$ cat config.mk
export PLATFORM = sky130hd
export DESIGN_NAME = qrp_divider
export DESIGN_NICKNAME = d
export VERILOG_FILES = /design/src/design/qrp_pkg.sv /design/src/design/qrp_divider.sv
export SDC_FILE = /design/constraint.sdc
export NUM_CORES = 2
export LEC_CHECK = 0
export BUFFER_PORTS_ARGS = -buffer_cell sky130_fd_sc_hd__buf_2
export CORE_MARGIN = 10
export CORE_UTILIZATION = 40
export DETAILED_ROUTE_END_ITERATION = 10
export MAX_ROUTING_LAYER = met4
export PLACE_DENSITY = 0.59
export SYNTH_ARGS = -nofsm -noshare
export SYNTH_HDL_FRONTEND = slang
export SYNTH_SLANG_ARGS = --single-unit
$ cat constraint.sdc
create_clock -name clk -period 7.54 [get_ports clk]
set_input_delay 0.377 -clock clk [delete_from_list [all_inputs] [get_ports clk]]
set_output_delay 0.377 -clock clk [all_outputs]
set_load 0.02 [all_outputs]
$ cat src/design/qrp_pkg.sv
// ----------------------------------------------------------------------------
// qrp_pkg: shared types and constants for the quaternion point rotator
// Holds the fixed widths of the quaternion path, the register map and the
// types used between the pipeline sections.
// ----------------------------------------------------------------------------
package qrp_pkg;

  // Quaternion components are 16-bit two's complement values.
  localparam int QUAT_W = 16;
  // Scaled rotation matrix entries: every entry is bounded by the norm.
  localparam int MAT_W  = 35;
  // Squared norm, at most 2^32.
  localparam int NRM_W  = 33;
  // Divider partial remainder (below the norm, doubled plus one bit).
  localparam int REM_W  = 34;
  // Split point of a matrix entry for the partial products.
  localparam int MLO_W  = 17;

  // Configuration port.
  localparam int ADDR_W = 4;
  localparam int DATA_W = 32;

  // Register indexes.
  localparam logic [1:0] REG_QUAT_W = 2'd0;
  localparam logic [1:0] REG_QUAT_X = 2'd1;
  localparam logic [1:0] REG_QUAT_Y = 2'd2;
  localparam logic [1:0] REG_QUAT_Z = 2'd3;

  typedef logic signed [QUAT_W-1:0] quat_t;
  typedef logic signed [MAT_W-1:0]  mat_t;
  typedef logic [NRM_W-1:0]         norm_t;

endpackage

$ cat src/design/qrp_divider.sv
// ----------------------------------------------------------------------------
// qrp_divider: pipelined floor division by the norm
// One stage takes the magnitude, one restoring stage per quotient bit
// follows, and a last stage restores the sign with floor semantics.
// ----------------------------------------------------------------------------
module qrp_divider
  import qrp_pkg::*;
#(
  parameter int COORD_WIDTH = 16
) (
  input  logic                                clk,
  input  logic                                en,
  input  logic signed [MAT_W+COORD_WIDTH+1:0] num,
  input  norm_t                               norm_in,
  output logic signed [COORD_WIDTH+2:0]       quot,
  output norm_t                               norm_out
);

  localparam int QW = COORD_WIDTH + 2;
  localparam int SW = MAT_W + COORD_WIDTH + 2;

  logic [SW-1:0]    mag_c;
  logic [REM_W-1:0] rem  [QW+1];
  logic [QW-1:0]    low  [QW+1];
  logic [QW-1:0]    quo  [QW+1];
  norm_t            nrm  [QW+1];
  logic             ng   [QW+1];
  logic [QW:0]      qext;

  assign mag_c = num[SW-1] ? SW'(-num) : SW'(num);

  // Magnitude stage: the top bits form the first partial remainder.
  always_ff @(posedge clk) begin
    if (en) begin
      rem[0] <= REM_W'(mag_c >> QW);
      low[0] <= mag_c[QW-1:0];
      quo[0] <= '0;
      nrm[0] <= norm_in;
      ng[0]  <= num[SW-1];
    end
  end

  // Restoring stages, most significant quotient bit first.
  for (genvar s = 0; s < QW; s++) begin : g_step
    logic [REM_W:0] trial;
    logic           ge;

    assign trial = {rem[s], low[s][QW-1-s]};
    assign ge    = (trial >= (REM_W+1)'(nrm[s]));

    always_ff @(posedge clk) begin
      if (en) begin
        rem[s+1] <= ge ? REM_W'(trial - (REM_W+1)'(nrm[s])) : REM_W'(trial);
        low[s+1] <= low[s];
        quo[s+1] <= {quo[s][QW-2:0], ge};
        nrm[s+1] <= nrm[s];
        ng[s+1]  <= ng[s];
      end
    end
  end

  assign qext = {1'b0, quo[QW]};

  // Sign stage: a negative dividend with a remainder rounds down once more.
  always_ff @(posedge clk) begin
    if (en) begin
      quot     <= ng[QW] ? $signed(-qext - (QW+1)'(rem[QW] != '0)) : $signed(qext);
      norm_out <= nrm[QW];
    end
  end

endmodule

### Word level (Yosys, flattened, before mapping)

Memory sizes are Yosys's and may differ from the RTL's. A register that Yosys moved wholly into a read port is not among the register bits.
Index checks and enable logic that the tools add are counted.

* memory bits (writable): 1976
* input port bits: 88
* word-level logic and storage cells: 69
* memories kept: 5
* flip-flop bits (word level): 19

* $add $sub $neg: 21
* $lt $le $gt $ge: 18
* multiplexer cells: 22
* reductions and logical operators: 1

Memories
* rem: depth 19, width 34, read ports 19, clocked after Yosys merged registers in 0, wr ports 19, line qrp_divider.sv:23 `logic [REM_W-1:0] rem [QW+1];`
* nrm: depth 19, width 33, read ports 19, clocked after Yosys merged registers in 1, wr ports 19, line qrp_divider.sv:26 `norm_t nrm [QW+1];`
* low: depth 19, width 18, read ports 18, clocked after Yosys merged registers in 0, wr ports 19, line qrp_divider.sv:24 `logic [QW-1:0] low [QW+1];`
* quo: depth 19, width 18, read ports 19, clocked after Yosys merged registers in 0, wr ports 19, line qrp_divider.sv:25 `logic [QW-1:0] quo [QW+1];`
* ng: depth 19, width 1, read ports 19, clocked after Yosys merged registers in 0, wr ports 19, line qrp_divider.sv:27 `logic ng [QW+1];`

Operators by type and width (count)
* $ge 35x33->1: 18
* $mux 34: 18
* $sub 34x33->34: 18
* $mux 52: 1
* $neg 52->52: 1
* $reduce_bool 34->1: 1
* $neg 18->19: 1
* $sub 19x1->19: 1
* $mux 18: 1
* $mux 1: 2

### Depth between registers and ports, before layout

An unclocked memory read counts as a cell.

* word-level depth: 4
* depth in mapped cells: 19

### Worst setup path after synthesis

Ideal clock, no wire load.

* path type: input -> register
* start point: input port num[10]
* end point: memory rem[0][29], data pin
* stages: 10
* library setup time: 0.260 ns
* buffers on the path: 0
* path slack: 3.247 ns
* data arrival time: 4.033 ns
* data required time: 7.280 ns
* cells stage by stage: or4_4 or4_4 or4_4 or2_4 or4_1 or4_4 or4_4 or3_4 o31ai_2 xnor2_1

RTL lines
* start: declaration: line qrp_divider.sv:13 `input logic signed [MAT_W+COORD_WIDTH+1:0] num,`
* end: declaration: line qrp_divider.sv:23

==> impl_metrics.json <==
{
  "fin_util": 0.452,
  "start_util": 0.401,
  "power_density_nw_per_um2": 412,
  "r2r_slack_ps": 2160,
  "port_buffers": 139,
  "drt-wirelength-per-cell_um": 18.2,
  "core_area_um2": 227000,
  "r2r-end": "rem[6][17]",
  "slew_violations": 0,
  "die_x_um": 497,
  "drtAntennaViolNets": 0,
  "dp_hpwl_um": 158000,
  "met2_usage": 0.299,
  "mostFrequentLayoutCell": "edfxtp_1",
  "ys_seq_elements": 1686,
  "synth_edf_count": 1686,
  "cp_common_cell": "or4_4",
  "reg2reg_from": "rem[5][3]",
  "drc": 0,
  "num_vias": 60400,
  "top_usage_layer": "met2",
  "crit_start": "num[4]",
  "path_delay_family": "simple AND/OR/NAND/NOR gates",
  "root_buffer": "clkbuf_16",
  "period_minus_slack_ps": 5510,
  "globalRouteMet1Util": 0.189,
  "critPathBufInv": 3,
  "layout_setup_ws_ps": 2030,
  "max-clock-path-buffers": 3,
  "critPathKind": "in2reg",
  "final_nets": 9048,
  "grt_pass1_wl_um": 331000,
  "crit_end": "rem[0][26]",
  "die_h_um": 497,
  "worst_skew_pair.late_latency_ps": 840,
  "post-cts-setup-buffer-count": 0,
  "syn_avg_cell_area_um2": 11.3,
  "yosysWarnings": 0,
  "crit_path_start_kind": "input pin",
  "drt_pass1_iterations": 6,
  "ys.flop_type": "edfxtp_1",
  "setup-violations-final": 0,
  "leakage_uw": 0.0410,
  "htreeDepth": 4,
  "cts_tree": "yes",
  "critPathCaptureType": "flop",
  "viasPerCell": 5.25,
  "synthTopCellsByArea": "edfxtp_1 56%, ha_1 8.5%, a21oi_1 4.1%",
  "grt_max_degree": 192,
  "synth.distinct_cells": 80,
  "outcome": "finished clean",
  "die_area_um2": 247000,
  "ir_drop_mv": 0.247,
  "synth_top_area_share": 0.557,
  "rsz0062_at_grt": "false",
  "setup_tns_ps": 0,
  "worst_slew_pin_slew_ps": 1240,
  "cap_violations": 0,
  "final_cell_mix": "1686 x edfxtp_1, 799 x inv_1, 739 x a21oi_1",
  "antenna_found_initial": 7,
  "num_rows": 175,
  "maxSlewHeadroom": 0.161,
  "worstPathCellList": "dlygate4sd3_1 > buf_2 > nor4_4 > nand3b_1 > or4_4 > or4_4 > or2_4 > or4_1 > or4_1 > or4_4 > or3_4 > o21ai_0 > xnor2_1 > dlygate4sd3_1",
  "ys_seq_area_frac": 0.557,
  "drive_above_1_share": 0.0747,
  "grt.overflow.total": 0,
  "track_usage": 0.169,
  "critPathMaxFanout": 5,
  "async_flop_share": 0,
  "cts_buffers": 188,
  "synthCells": 8044,
  "cts_resized": 0,
  "arrival_ps": 6090,
  "synthesis.nets": 8765,
  "routed_wl_um": 210000,
  "fmax_mhz": 181,
  "ioPinCount": 140,
  "crit_cells": 14,
  "gp_congestion": 0.948,
  "area_growth_pct": 12.6,
  "min_path_type": "in2reg",
  "synth_area_um2": 91000,
  "slowest_delay_ps": 700,
  "critPathRequiredTime_ps": 8120,
  "clock_skew_ps": 56.3,
  "clk_pin_slew_ps": 60,
  "r2r_cells": 11,
  "dr.first_iter.drc_count": 3695,
  "use_met3": 0.0229,
  "period_share": 0.731,
  "crit_slowest_cell": "or4_4",
  "yosysTopAreaCell": "edfxtp_1",
  "clock_sinks": 1686,
  "finalHoldViolCount": 0,
  "post-place-ws_ps": 2240,
  "grt_pass1_vias": 60900
}
==> state kept, by name, indices dropped and copies added, names as in the netlist <==
register,count
ng,19
quo,171
rem,646
norm_out,33
quot,19
nrm,627
low,171
==> per-stage QoR <==
| step | instances | hold WS [ps] | cell area (um2) | total power (uW) |
|---|---|---|---|---|
| finish | 11500 | 44.4 | 102000 | 42200 |
| global route | 11500 | 26.5 | 102000 | 45200 |
| CTS | 11500 | 12.2 | 102000 | 42500 |
| detailed placement | 11000 | 405 | 95200 | 33100 |
| global placement | 11000 | 401 | 95200 | 32800 |
| floorplan | 8044 | 400 | 91000 | 28300 |
==> timing repair <==
action                     in CTS  in global routing
hold buffers                  103                  0
hold endpoints to repair       82                  0
setup endpoints to repair       0                  0
==> worst reg2reg max path: stages (launching register included) <==
cell	delay, ps
edfxtp_1	410
ha_1	420
o211a_1	180
o31a_1	180
o41ai_1	170
o311ai_0	1040
a221oi_1	380
o21ai_0	570
a31oi_1	290
o41ai_2	430
buf_4	570
mux2_2	440
==> area by class of cell <==
class | count | area [um2]
fillers | 20800 | 124000
flip-flops and latches | 1686 | 50600
multi-input cells | 5370 | 36700
clock buffers | 221 | 4830
well taps | 3009 | 3760
inverters | 801 | 3010
repair buffers | 280 | 2110
clock inverters | 125 | 1350
diodes | 5 | 12.5
==> per-layer routing <==
metal,part of all wire,routed length [um]
met1,0.41,86300
met2,0.50,106000
met3,0.033,6830
met4,0.052,10800
met5,0,0
==> power by group <==
part	total [uW]	switching (uW)	internal, uW
combinational	17900	10300	7610
clock	9130	3810	5320
sequential	15100	1330	13700
==> cells in the mapped netlist, types with 15 or more instances <==
library cell,number
or3_1,22
a21oi_1,742
xnor2_1,356
o31ai_1,58
nand3_1,131
a21boi_0,37
o41ai_1,15
ha_1,615
o211ai_1,33
nor2_1,539
clkbuf_1,172
and3_1,60
xor2_1,225
a2111oi_0,15
a211oi_1,31
nand4_1,90
or2_2,18
and4_1,21
o21bai_1,98
fa_1,18
o21a_1,70
a31oi_1,64
edfxtp_1,1686
nor3_1,74
nor2b_1,91
nand2b_1,96
a21o_1,327
inv_1,799
and2_1,24
a221oi_1,21
o21ai_0,553
nand2_1,577
nor4_1,33
mux2_2,110
==> kinds of logic after synthesis <==
logic type,Yosys count,share of synthesized area
muxes,119,0.0146
adders and majority gates,633,0.0886
AOI/OAI and AO/OA,2206,0.149
xor gates and xnor gates,581,0.0559
and+or+nand+nor,1831,0.0946
DFF,1686,0.557
buffers and inverters,988,0.0408
==> worst min-delay path by stage <==
stage,slack [ps],cells after the start,startpoint,to
2_1_floorplan,400,0,low[9][0],low[10][0]
3_3_place_gp,400,0,low[5][8],low[6][8]
3_5_place_dp,400,0,low[12][3],low[13][3]
4_1_cts,10,2,num[15],low[0][15]
5_1_grt,30,2,num[8],low[0][8]
6_report,40,2,num[8],low[0][8]
No activity file was read; power rests on OpenSTA's default activity.
